File: config.mk
export PLATFORM = sky130hd
export DESIGN_NAME = seen_code_rank_linearizer_unit
export DESIGN_NICKNAME = d
export VERILOG_FILES = /design/src/rtl/core/scrl_pkg.sv /design/src/rtl/core/scrl_ram.sv /design/src/rtl/core/scrl_div.sv /design/src/rtl/core/seen_code_rank_linearizer_unit.sv
export SDC_FILE = /design/constraint.sdc
export NUM_CORES = 2
export LEC_CHECK = 0
export BUFFER_PORTS_ARGS = -buffer_cell sky130_fd_sc_hd__clkbuf_2
export CAP_MARGIN = 20
export CELL_PAD_IN_SITES_DETAIL_PLACEMENT = 1
export CELL_PAD_IN_SITES_GLOBAL_PLACEMENT = 1
export CORE_AREA = 2 2 329 331
export DETAILED_ROUTE_END_ITERATION = 8
export DIE_AREA = 0 0 331 333
export PLACE_DENSITY = 0.77
export SLEW_MARGIN = 20
export SYNTH_ARGS = -nofsm -noshare
export SYNTH_HDL_FRONTEND = slang
export SYNTH_HIERARCHICAL = 1
export SYNTH_SLANG_ARGS = --single-unit
File: constraint.sdc
create_clock -name clk -period 27 [get_ports clk]
set_input_delay 2.7 -clock clk [delete_from_list [all_inputs] [get_ports clk]]
set_output_delay 2.7 -clock clk [all_outputs]
set_load 0.02 [all_outputs]
File: src/rtl/core/scrl_pkg.sv
`default_nettype none

package scrl_pkg;

  // Field and register widths.
  localparam int CMD_W   = 2;
  localparam int CODE_W  = 10;
  localparam int POS_W   = 10;
  localparam int COUNT_W = 11;
  localparam int CFG_W   = 10;

  // Number of seen flags in the bitmap.
  localparam int CODE_COUNT = 1024;

  // Rank scale for the position mapping.
  localparam int RANK_SCALE = 1024;
  localparam int RANK_SHIFT = $clog2(RANK_SCALE);

  // The bitmap is stored as rows of ROW_W flags; a partial last row is allowed.
  localparam int ROW_W  = (CODE_COUNT >= 32) ? 32 : 16;
  localparam int BIT_W  = $clog2(ROW_W);
  localparam int ROWS   = (CODE_COUNT + ROW_W - 1) / ROW_W;
  localparam int ROW_AW = (ROWS > 1) ? $clog2(ROWS) : 1;
  localparam int ROW_CW = $clog2(ROWS + 1);

  // A code widened so that it can be compared against CODE_COUNT.
  localparam int CODE_X_W = ($clog2(CODE_COUNT + 1) > CODE_W) ? $clog2(CODE_COUNT + 1)
                                                               : CODE_W;
  localparam int RCMP_W   = CODE_X_W - BIT_W;

  // Serial divider: quotient of (lower * RANK_SCALE) / total.
  localparam int DIV_STEPS = COUNT_W + RANK_SHIFT;
  localparam int DIV_CW    = $clog2(DIV_STEPS + 1);

  // Signed product of rank and span.
  localparam int PROD_W = COUNT_W + CFG_W + 1;

  // Stream widths.
  localparam int IN_TDATA_W  = 16;
  localparam int IN_TUSER_W  = CMD_W;
  localparam int OUT_TDATA_W = 40;

  // Commands.
  localparam logic [CMD_W-1:0] CMD_SAMPLE = 2'd0;
  localparam logic [CMD_W-1:0] CMD_MARK   = 2'd1;

  // Configuration register indexes.
  localparam int CFG_AW = 1;
  localparam logic [CFG_AW-1:0] CFG_OUT_START = 1'd0;
  localparam logic [CFG_AW-1:0] CFG_OUT_END   = 1'd1;

  localparam logic [CFG_W-1:0] OUT_START_RST = 10'd230;
  localparam logic [CFG_W-1:0] OUT_END_RST   = 10'd10;

  typedef struct packed {
    logic               start;
    logic [COUNT_W-1:0] dividend;
    logic [COUNT_W-1:0] divisor;
  } div_req_t;

  typedef struct packed {
    logic               done;
    logic [COUNT_W-1:0] quotient;
  } div_rsp_t;

  function automatic logic [BIT_W:0] popcnt(input logic [ROW_W-1:0] w);
    logic [BIT_W:0] n;
    n = '0;
    for (int i = 0; i < ROW_W; i++) begin
      n = n + (BIT_W + 1)'(w[i]);
    end
    return n;
  endfunction

endpackage

`default_nettype wire

File: src/rtl/core/scrl_ram.sv
`default_nettype none

module scrl_ram #(
  parameter int WIDTH = 32,
  parameter int DEPTH = 32
) (
  input  wire logic                                       clk,
  input  wire logic                                       wr_en,
  input  wire logic [((DEPTH > 1) ? $clog2(DEPTH) : 1)-1:0] wr_addr,
  input  wire logic [WIDTH-1:0]                           wr_data,
  input  wire logic                                       rd_en,
  input  wire logic [((DEPTH > 1) ? $clog2(DEPTH) : 1)-1:0] rd_addr,
  output logic      [WIDTH-1:0]                           rd_data
);

  logic [WIDTH-1:0] mem [DEPTH];

  always_ff @(posedge clk) begin
    if (wr_en) begin
      mem[wr_addr] <= wr_data;
    end
    if (rd_en) begin
      rd_data <= mem[rd_addr];
    end
  end

endmodule

`default_nettype wire

File: src/rtl/core/scrl_div.sv
`default_nettype none

// Restoring divider, one quotient bit per cycle.
// Computes (dividend * RANK_SCALE) / divisor; the divisor must be nonzero.
module scrl_div (
  input  wire logic               clk,
  input  wire logic               rst_n,
  input  wire scrl_pkg::div_req_t req,
  output scrl_pkg::div_rsp_t      rsp
);

  import scrl_pkg::*;

  logic                 busy_r, busy_nxt;
  logic                 done_r, done_nxt;
  logic [DIV_CW-1:0]    cnt_r, cnt_nxt;
  logic [DIV_STEPS-1:0] num_r, num_nxt;
  logic [DIV_STEPS-1:0] q_r, q_nxt;
  logic [COUNT_W-1:0]   rem_r, rem_nxt;
  logic [COUNT_W-1:0]   dsr_r, dsr_nxt;
  logic [COUNT_W:0]     rem_sh;
  logic [COUNT_W:0]     rem_sub;
  logic                 ge;

  always_comb begin
    rem_sh  = {rem_r, num_r[DIV_STEPS-1]};
    rem_sub = rem_sh - {1'b0, dsr_r};
    ge      = rem_sh >= {1'b0, dsr_r};

    busy_nxt = busy_r;
    done_nxt = 1'b0;
    cnt_nxt  = cnt_r;
    num_nxt  = num_r;
    q_nxt    = q_r;
    rem_nxt  = rem_r;
    dsr_nxt  = dsr_r;

    if (req.start) begin
      busy_nxt = 1'b1;
      cnt_nxt  = '0;
      num_nxt  = {req.dividend, {RANK_SHIFT{1'b0}}};
      q_nxt    = '0;
      rem_nxt  = '0;
      dsr_nxt  = req.divisor;
    end else if (busy_r) begin
      rem_nxt = ge ? rem_sub[COUNT_W-1:0] : rem_sh[COUNT_W-1:0];
      q_nxt   = {q_r[DIV_STEPS-2:0], ge};
      num_nxt = {num_r[DIV_STEPS-2:0], 1'b0};
      cnt_nxt = cnt_r + DIV_CW'(1);
      if (cnt_r == DIV_CW'(DIV_STEPS - 1)) begin
        busy_nxt = 1'b0;
        done_nxt = 1'b1;
      end
    end
  end

  always_ff @(posedge clk) begin
    if (!rst_n) begin
      busy_r <= 1'b0;
      done_r <= 1'b0;
      cnt_r  <= '0;
    end else begin
      busy_r <= busy_nxt;
      done_r <= done_nxt;
      cnt_r  <= cnt_nxt;
    end
    num_r <= num_nxt;
    q_r   <= q_nxt;
    rem_r <= rem_nxt;
    dsr_r <= dsr_nxt;
  end

  assign rsp.done     = done_r;
  assign rsp.quotient = q_r[COUNT_W-1:0];

endmodule

`default_nettype wire

File: src/rtl/core/seen_code_rank_linearizer_unit.sv
// Seen-code rank linearizer for a converter channel with blind zones.
//
// Input stream (in_*): one transaction per command. in_tuser carries the
// command (sample and map, mark only, or query), in_tdata the converter code.
// Every accepted transaction yields exactly one transaction on the output
// stream (out_*), which carries the mapped position, the count of seen codes
// below the code, the total count of seen codes and the prior seen flag.
// The user must write out_start and out_end through the configuration port
// only while the block is idle; the block itself does not enforce this.
//
// A command scans the bitmap one 32-flag RAM row per cycle, then passes a
// decision state. A sample with seen codes then runs a restoring divider,
// one quotient bit per cycle; every sample passes a multiply and an add state.
// in_tready is high only in idle, so a new transaction is accepted only once
// the previous one has completed.
//
// Reset clears the per-row valid flags, so the whole bitmap reads as unseen at
// once, and loads out_start = 230 and out_end = 10. A result that the receiver
// stalls stays in the output register; the next command is still accepted and
// processed, and waits for the output register to drain before it completes.

`default_nettype none

module seen_code_rank_linearizer_unit (
  input  wire logic                               clk,
  input  wire logic                               rst_n,
  // Input stream.
  input  wire logic                               in_tvalid,
  output logic                                    in_tready,
  // tdata: sample_code[9:0], zero padding [15:10]
  input  wire logic [scrl_pkg::IN_TDATA_W-1:0]    in_tdata,
  // tuser: cmd[1:0]
  input  wire logic [scrl_pkg::IN_TUSER_W-1:0]    in_tuser,
  // Output stream.
  output logic                                    out_tvalid,
  input  wire logic                               out_tready,
  // tdata: position[9:0], rank_lower[20:10], total_seen[31:21], seen_bit[32],
  //        zero padding [39:33]
  output logic      [scrl_pkg::OUT_TDATA_W-1:0]   out_tdata,
  // Configuration write port.
  input  wire logic                               cfg_we,
  input  wire logic [scrl_pkg::CFG_AW-1:0]        cfg_addr,
  input  wire logic [scrl_pkg::CFG_W-1:0]         cfg_wdata
);

  import scrl_pkg::*;

  typedef enum logic [2:0] {
    ST_IDLE,
    ST_SCAN,
    ST_CALC,
    ST_DIV,
    ST_MUL,
    ST_ADD,
    ST_DONE
  } state_t;

  state_t                    state_r, state_nxt;
  logic [CMD_W-1:0]          cmd_r, cmd_nxt;
  logic [CODE_W-1:0]         code_r, code_nxt;
  logic [ROW_CW-1:0]         cnt_r, cnt_nxt;
  logic [COUNT_W-1:0]        lower_r, lower_nxt;
  logic [COUNT_W-1:0]        total_r, total_nxt;
  logic                      prior_r, prior_nxt;
  logic [ROWS-1:0]           row_vld_r, row_vld_nxt;
  logic [COUNT_W-1:0]        v_r, v_nxt;
  logic signed [PROD_W-1:0]  prod_r, prod_nxt;
  logic [POS_W-1:0]          pos_r, pos_nxt;
  logic [CFG_W-1:0]          start_r, start_nxt;
  logic [CFG_W-1:0]          end_r, end_nxt;
  logic                      out_vld_r, out_vld_nxt;
  logic [OUT_TDATA_W-1:0]    out_data_r, out_data_nxt;

  // Bitmap RAM access.
  logic                      wr_en;
  logic [ROW_AW-1:0]         wr_addr;
  logic [ROW_W-1:0]          wr_data;
  logic                      rd_en;
  logic [ROW_AW-1:0]         rd_addr;
  logic [ROW_W-1:0]          rd_data;

  // Divider handshake.
  div_req_t                  div_req;
  div_rsp_t                  div_rsp;

  // Scan datapath.
  logic [CODE_X_W-1:0]       code_x;
  logic                      in_map;
  logic [RCMP_W-1:0]         code_row;
  logic [BIT_W-1:0]          code_bit;
  logic [ROW_CW-1:0]         pr;
  logic [ROW_AW-1:0]         pr_idx;
  logic [RCMP_W-1:0]         pr_ext;
  logic                      row_hit;
  logic                      row_below;
  logic                      do_mark;
  logic [ROW_W-1:0]          bit_mask;
  logic [ROW_W-1:0]          word;
  logic [ROW_W-1:0]          word_m;
  logic [ROW_W-1:0]          low_word;

  // Mapping datapath.
  logic signed [CFG_W:0]     span;
  logic signed [PROD_W-1:0]  v_s;
  logic signed [PROD_W-1:0]  span_s;
  logic signed [PROD_W-1:0]  num;

  scrl_ram #(
    .WIDTH (ROW_W),
    .DEPTH (ROWS)
  ) u_map_ram (
    .clk     (clk),
    .wr_en   (wr_en),
    .wr_addr (wr_addr),
    .wr_data (wr_data),
    .rd_en   (rd_en),
    .rd_addr (rd_addr),
    .rd_data (rd_data)
  );

  scrl_div u_div (
    .clk   (clk),
    .rst_n (rst_n),
    .req   (div_req),
    .rsp   (div_rsp)
  );

  assign in_tready  = (state_r == ST_IDLE);
  assign out_tvalid = out_vld_r;
  assign out_tdata  = out_data_r;

  always_comb begin
    // The code's row and bit within the bitmap. A code past the end of the
    // bitmap lands beyond every stored row, so all seen flags count as lower.
    code_x   = CODE_X_W'(code_r);
    in_map   = code_x < CODE_X_W'(CODE_COUNT);
    code_row = code_x[CODE_X_W-1:BIT_W];
    code_bit = code_x[BIT_W-1:0];

    // The RAM data that arrives now belongs to the row read in the previous cycle.
    pr        = cnt_r - ROW_CW'(1);
    pr_idx    = pr[ROW_AW-1:0];
    pr_ext    = RCMP_W'(pr);
    row_hit   = (pr_ext == code_row);
    row_below = (pr_ext < code_row);
    bit_mask  = ROW_W'(1) << code_bit;
    word      = row_vld_r[pr_idx] ? rd_data : '0;
    do_mark   = ((cmd_r == CMD_SAMPLE) || (cmd_r == CMD_MARK)) && in_map && row_hit;
    word_m    = do_mark ? (word | bit_mask) : word;
    if (row_hit) begin
      low_word = word_m & (bit_mask - ROW_W'(1));
    end else if (row_below) begin
      low_word = word_m;
    end else begin
      low_word = '0;
    end

    span   = $signed({1'b0, end_r}) - $signed({1'b0, start_r});
    v_s    = $signed(PROD_W'(v_r));
    span_s = PROD_W'(span);
    num    = $signed({{(PROD_W - CFG_W - RANK_SHIFT){1'b0}}, start_r, {RANK_SHIFT{1'b0}}})
             + prod_r;

    state_nxt    = state_r;
    cmd_nxt      = cmd_r;
    code_nxt     = code_r;
    cnt_nxt      = cnt_r;
    lower_nxt    = lower_r;
    total_nxt    = total_r;
    prior_nxt    = prior_r;
    row_vld_nxt  = row_vld_r;
    v_nxt        = v_r;
    prod_nxt     = prod_r;
    pos_nxt      = pos_r;
    out_vld_nxt  = out_vld_r && !out_tready;
    out_data_nxt = out_data_r;

    start_nxt = start_r;
    end_nxt   = end_r;
    if (cfg_we) begin
      case (cfg_addr)
        CFG_OUT_START: start_nxt = cfg_wdata;
        CFG_OUT_END:   end_nxt   = cfg_wdata;
        default:       ;
      endcase
    end

    wr_en   = 1'b0;
    wr_addr = pr_idx;
    wr_data = word_m;
    rd_en   = 1'b0;
    rd_addr = cnt_r[ROW_AW-1:0];

    div_req.start    = 1'b0;
    div_req.dividend = lower_r;
    div_req.divisor  = total_r;

    case (state_r)
      ST_IDLE: begin
        if (in_tvalid) begin
          cmd_nxt   = in_tuser[CMD_W-1:0];
          code_nxt  = in_tdata[CODE_W-1:0];
          cnt_nxt   = '0;
          lower_nxt = '0;
          total_nxt = '0;
          prior_nxt = 1'b0;
          state_nxt = ST_SCAN;
        end
      end

      ST_SCAN: begin
        // Read the row at cnt_r and accumulate the row that came back.
        rd_en = (cnt_r < ROW_CW'(ROWS));
        if (cnt_r != '0) begin
          total_nxt = total_r + COUNT_W'(popcnt(word_m));
          lower_nxt = lower_r + COUNT_W'(popcnt(low_word));
          if (row_hit && in_map) begin
            prior_nxt = word[code_bit];
          end
          if (do_mark) begin
            wr_en               = 1'b1;
            row_vld_nxt[pr_idx] = 1'b1;
          end
        end
        cnt_nxt = cnt_r + ROW_CW'(1);
        if (cnt_r == ROW_CW'(ROWS)) begin
          state_nxt = ST_CALC;
        end
      end

      ST_CALC: begin
        if (cmd_r != CMD_SAMPLE) begin
          pos_nxt   = '0;
          state_nxt = ST_DONE;
        end else if (total_r == '0) begin
          // With nothing seen the rank is zero and the position is out_start.
          v_nxt     = '0;
          state_nxt = ST_MUL;
        end else begin
          div_req.start = 1'b1;
          state_nxt     = ST_DIV;
        end
      end

      ST_DIV: begin
        if (div_rsp.done) begin
          v_nxt     = div_rsp.quotient;
          state_nxt = ST_MUL;
        end
      end

      ST_MUL: begin
        prod_nxt  = v_s * span_s;
        state_nxt = ST_ADD;
      end

      ST_ADD: begin
        // The sum never goes negative for legal values; clamp anyway.
        pos_nxt   = num[PROD_W-1] ? '0 : num[RANK_SHIFT +: POS_W];
        state_nxt = ST_DONE;
      end

      ST_DONE: begin
        if (!out_vld_r || out_tready) begin
          out_vld_nxt  = 1'b1;
          out_data_nxt = {{(OUT_TDATA_W - POS_W - 2 * COUNT_W - 1){1'b0}},
                          prior_r, total_r, lower_r, pos_r};
          state_nxt    = ST_IDLE;
        end
      end

      default: begin
        state_nxt = ST_IDLE;
      end
    endcase
  end

  always_ff @(posedge clk) begin
    if (!rst_n) begin
      state_r   <= ST_IDLE;
      row_vld_r <= '0;
      out_vld_r <= 1'b0;
      start_r   <= OUT_START_RST;
      end_r     <= OUT_END_RST;
      cnt_r     <= '0;
    end else begin
      state_r   <= state_nxt;
      row_vld_r <= row_vld_nxt;
      out_vld_r <= out_vld_nxt;
      start_r   <= start_nxt;
      end_r     <= end_nxt;
      cnt_r     <= cnt_nxt;
    end
    cmd_r      <= cmd_nxt;
    code_r     <= code_nxt;
    lower_r    <= lower_nxt;
    total_r    <= total_nxt;
    prior_r    <= prior_nxt;
    v_r        <= v_nxt;
    prod_r     <= prod_nxt;
    pos_r      <= pos_nxt;
    out_data_r <= out_data_nxt;
  end

  // A command occupies the sequencer, so no second transaction follows at once.
  a_one_in_flight: assert property (@(posedge clk) disable iff (!rst_n)
    (in_tvalid && in_tready) |=> !in_tready)
    else $error("input accepted while a command is in flight");

  // The divider answers only while the sequencer waits for it.
  a_div_done_in_div: assert property (@(posedge clk) disable iff (!rst_n)
    div_rsp.done |-> (state_r == ST_DIV))
    else $error("divider result outside the divide state");

  // Codes counted below the sample are a subset of all seen codes.
  a_rank_le_total: assert property (@(posedge clk) disable iff (!rst_n)
    out_tvalid |-> (out_tdata[POS_W +: COUNT_W] <= out_tdata[POS_W + COUNT_W +: COUNT_W]))
    else $error("rank_lower exceeds total_seen");

endmodule

`default_nettype wire

* Word-level counts from Yosys, hierarchy flattened *
Memory sizes are Yosys's and may differ from the RTL's. A register that Yosys moved wholly into a read port is not among the register bits.
Index checks and enable logic that the tools add are counted.

cells by class
  divide/modulo/power cells = 0
  multipliers = 1
  multiplexer cells = 53
  shifts and indexed selects = 1
  bitwise operators = 6
  eq/ne operators = 19
  magnitude comparators = 6
  add/subtract/negate cells = 71
  reductions and logical operators = 29

operators with widths
  cell                     number
  $add A6 B1 Y6            52
  $mux W32                 4
  $mux W11                 7
  $pmux W11 S2             3
  $or A32 B32 Y32          2
  $mux W21                 2
  $and A32 B32 Y32         1
  $shl A1 B5 Y32 const A   1
  $sub A32 B1 Y32 const B  1
  $add A11 B6 Y11          2
  $add A21 B22 Y22         1
  $mul A12 B11 Y22         1
  $mux W1                  21
  $pmux W3 S7              1
  $mux W10                 2
  $pmux W10 S2             1
  $mux W3                  6
  $ne A2 B2 Y1 const B     8
  $add A5 B1 Y6            2
  $ge A12 B11 Y1           1
  $lt A5 B6 Y1 const B     2
  $pmux W6 S2              1
  $reduce_and A2 Y1        6
  $reduce_and A4 Y1        3
  other kinds (36)         55

word-level totals
  memory bits (writable) = 1,024
  bits of input ports = 34
  memories = 1
  output and inout bits = 42
  ROM bits = 0
  latch bits = 0
  logic and storage cells = 209
  bits in registers = 224

memories
  name           words  width  rd ports  clocked after Yosys merged registers in  wr ports  RTL line        RTL
  u_map_ram.mem  32     32     1         1                                        1         scrl_ram.sv:16  logic [WIDTH-1:0] mem [DEPTH];

* Longest topological paths before layout *
  depth in word-level cells = 42
  mapped depth = 33
  depth with buffers taken out = 30

* Modules after synthesis *
The synthesis kept the hierarchy.

modules (own cells, without submodules)
  module                          cells each  sequential area each (µm²)  instances  area each (µm²)
  scrl_ram                        2,260       31,710.4                    1          40,810.4
  seen_code_rank_linearizer_unit  1,508       4,274.1                     1          14,706.6
  scrl_div                        258         1,241.2                     1          2,630.0

* Worst setup path before layout *
OpenSTA, ideal clock, no wires.

  kind = flip-flop to flip-flop
  start point = register, netlist name cnt_r[0]
  end point = register total_r[6], data pin
  setup time = 266 ps
  path slack = 17,982 ps
  path buffers = 2
  cell stages (with the launch flop) = 27
  arrival = 8,752 ps
  required time = 26,734 ps
  cells stage by stage = dfxtp_1 buf_4 buf_6 inv_1 ha_1 nor3b_1 xnor2_1 inv_1 ha_1 and3_1 and3_1 nand3_2 or3_1 o21ai_0 fa_1 fa_1 fa_1 fa_1 fa_1 fa_1 fa_1 a21o_1 a21oi_1 o21bai_1 a21oi_1 xor2_1 nor2_1

RTL lines
  what                    RTL line                               RTL
  end signal: assignment  seen_code_rank_linearizer_unit.sv:297  total_r <= total_nxt;
  end: declaration        seen_code_rank_linearizer_unit.sv:63   logic [COUNT_W-1:0] total_r, total_nxt;

==> impl_results.md <==
* Status: finished, final reports clean
* Worst r2r dst: lower_r[10]
* Initial core utilization at 0.545
* Top-area cell type share of the netlist area at 0.609
* Drt initial violations at 3538
* Router iterations before antenna repair at 5
* R2r startpoint: cnt_r[0]
* Req. time, crit path at 27.49 ns
* Filler cells at 9952
* Peak VDD IR at 154 µV
* Routed vias/inst at 6.34
* Clock slew at reported path FFs at 0.06 ns
* Total GRT Usage at 0.299
* Initial antenna violation count at 1
* Routed len/inst at 29.1 µm
* Post_cts resized at 0
* Worst-case clock buffer depth at 3
* EDFF count, synth at 1179
* Tmin final at 10.93 ns
* Yosys warns at 6
* Slew margin rel. at 0.229
* Gpl congestion at 0.911
* Sum Neg Setup Slack at 0 ns
* Placed cell area at 60100 µm²
* DR DRC count at 0
* Fmax at 91.5 MHz
* Hold_sp: pos_r[1]
* CP Class: reg2reg
* Slew Viols, Final at 0
* Synthesized instance count at 4026
* Core area at 107000 µm²
* Type of the tightest min-delay check: reg2reg
* Input/output buffers at 62
* Clk root buf: clkbuf_16
* Postcts setup bufs at 0
* Most frequent cell on the critical path: fa_1
* First-pass GRT wire length at 242000 µm
* Worst EP arrival at 11.41 ns
* Clock skew at 0.0279 ns
* TritonCTS Buffers at 132
* Max_cap viols at 0
* CP endpoint kind: flop
* Die width at 331 µm
* Setup crit start kind: flop
* Leak at 0.0201 µW
* Least-Margin Pin Slew at 1.16 ns
* Fin area at 64400 µm²
* ANT cells at 0
* Top_reg_cell synth: edfxtp_1
* Post-synth top area cell: edfxtp_1
* Site Rows at 120
* Share of layout cells above drive strength 1 at 0.113
* Global route overflow at 0
* Yosys cell types at 83
* Max stage delay on crit path at 0.91 ns
* R2R Setup Slk at 16.07 ns
* Async SR Flop Fraction at 0
* Seq/Total Area, Yosys at 0.640
* H-tree levels at 4
* Pwr dens at 95.9 nW/µm²
* Chip height at 333 µm
* Yosys reg bits at 1270
* Post-synthesis instance area at 58100 µm²
* Largest net degree at the start of global routing at 134
* Layout overhead on the synthesized area at 10.8%
* CTS tree: yes
* Area contributors post-synth: edfxtp_1, mux2i_1, fa_1
* Top Ports at 76
* Clk_lat worst skew at 0.75 ns
* Reg2reg path depth at 29
* RSZ-0062 raised after global routing: false
* Vias at 35500
* Max stage delay cell, worst path: dfxtp_4
* Synthesized area per cell at 14.4 µm²
* Hold Path End: out_tdata[1]
* Most frequent cell after synthesis: edfxtp_1
* Final nets at 4405
* Vias in the first global route at 37400
* Post-synth top cells: edfxtp_1, mux2i_1, nand2_1, inv_1, a21oi_1
* Hold_buf cts at 0
* WL final at 163000 µm
* Crit-path max FO at 49
* Clock Sinks at 1270
* Full die area at 110000 µm²
* Final Hold Vio Count at 0
* Detail Placement HPWL at 92800 µm
* Hold Crit Depth at 0
* Final setup viols at 0
* Final Cycle Share at 0.405
* Antenna viol nets, final at 0
flip-flops by register name, indices dropped and copies added (netlist names), 6 cells and up:
signal	flops
start_r	10
cnt_r	6
lower_r	11
pos_r	10
u_map_ram/rd_data	32
v_r	11
total_r	11
u_div/dsr_r	11
end_r	10
prod_r	12
row_vld_r	32
u_div/num_r	11
code_r	10
u_map_ram/mem	1024
u_div/rem_r	11
out_tdata	33
u_div/q_r	11
placed cells by master, fill, tap and decap left out, drive strengths merged, types with 71 or more instances in the layout:
| master | count |
|---|---|
| dfxtp | 91 |
| o21ai | 92 |
| clkbuf | 234 |
| a22oi | 103 |
| a21oi | 158 |
| a22o | 102 |
| buf | 92 |
| ha | 138 |
| nor3 | 71 |
| nor2 | 127 |
| mux2i | 528 |
| nand2 | 257 |
| inv | 224 |
| fa | 134 |
| edfxtp | 1179 |
| nand3 | 129 |
metal layers:
layer  wire length, µm  vias to the layer above  share of wire  track usage
li1                  -                    15300              -            -
met1             65200                    18300           0.40        0.401
met2             78000                     1564           0.48        0.480
met3             13000                      381          0.080       0.0553
met4              6950                        0          0.043        0.127
met5                 0                        -              0            0
report_power, final:
part | internal, µW | switching (µW)
clock | 999 | 780
sequential | 2280 | 81.2
combinational | 793 | 1240
total | 4070 | 2100
layout make-up:
cell class                      instances  area, µm²  area share
Multi-Input combinational cell       2325      19400       0.300
Clock inverter                         65        633     0.00983
Clock buffer                          171       3550      0.0552
Sequential cell                      1270      37200       0.578
Inverter                              215        807      0.0125
Tap cell                             1403       1760      0.0273
Timing Repair Buffer                  155       1080      0.0167
worst max path at each step:
stage	start	end	slack, ns	cells after the start
6_report	cnt_r[0]	lower_r[10]	16.07	29
5_1_grt	cnt_r[0]	lower_r[10]	15.50	29
4_1_cts	cnt_r[0]	lower_r[10]	15.74	29
3_5_place_dp	cnt_r[0]	lower_r[10]	15.89	29
3_3_place_gp	cnt_r[0]	lower_r[10]	16.24	29
2_1_floorplan	cnt_r[0]	total_r[6]	17.98	26
logic make-up (layout without fill, tap and decap cells):
kind of cell | count (synthesis) | after routing | share of synthesized area
multiplexers | 561 | 561 | 0.101
AND/OR/NAND/NOR | 814 | 814 | 0.0688
buffers and inverters | 437 | 606 | 0.0340
AO/OA/AOI/OAI | 623 | 623 | 0.0727
adder cells (fa/ha/maj) | 272 | 272 | 0.0758
flip-flops | 1270 | 1270 | 0.640
XOR/XNOR | 48 | 48 | 0.00723
other | 1 | 7 | 0.0000645
worst max-delay path, delay by kind of cell, from the launching register on:
family	cells	cell delay (ns)
simple gates	8	2.46
flops	1	0.91
buf+inv	5	0.80
xor+xnor	2	0.51
fa+ha+maj	10	4.43
compound gates	4	1.54
per-stage QoR:
step	worst slack (ns)	utilization	power (µW)	std cells	hold slack, ns
2_1_floorplan	17.98	-	3840	4032	0.400
3_3_place_gp	16.24	0.564	4360	5365	0.402
3_5_place_dp	15.89	0.564	4440	5365	0.410
4_1_cts	15.74	0.603	6210	5601	0.424
5_1_grt	15.50	0.604	6480	5604	0.434
6_report	16.07	0.604	6180	5604	0.426
No activity file was read; power rests on OpenSTA's default activity.
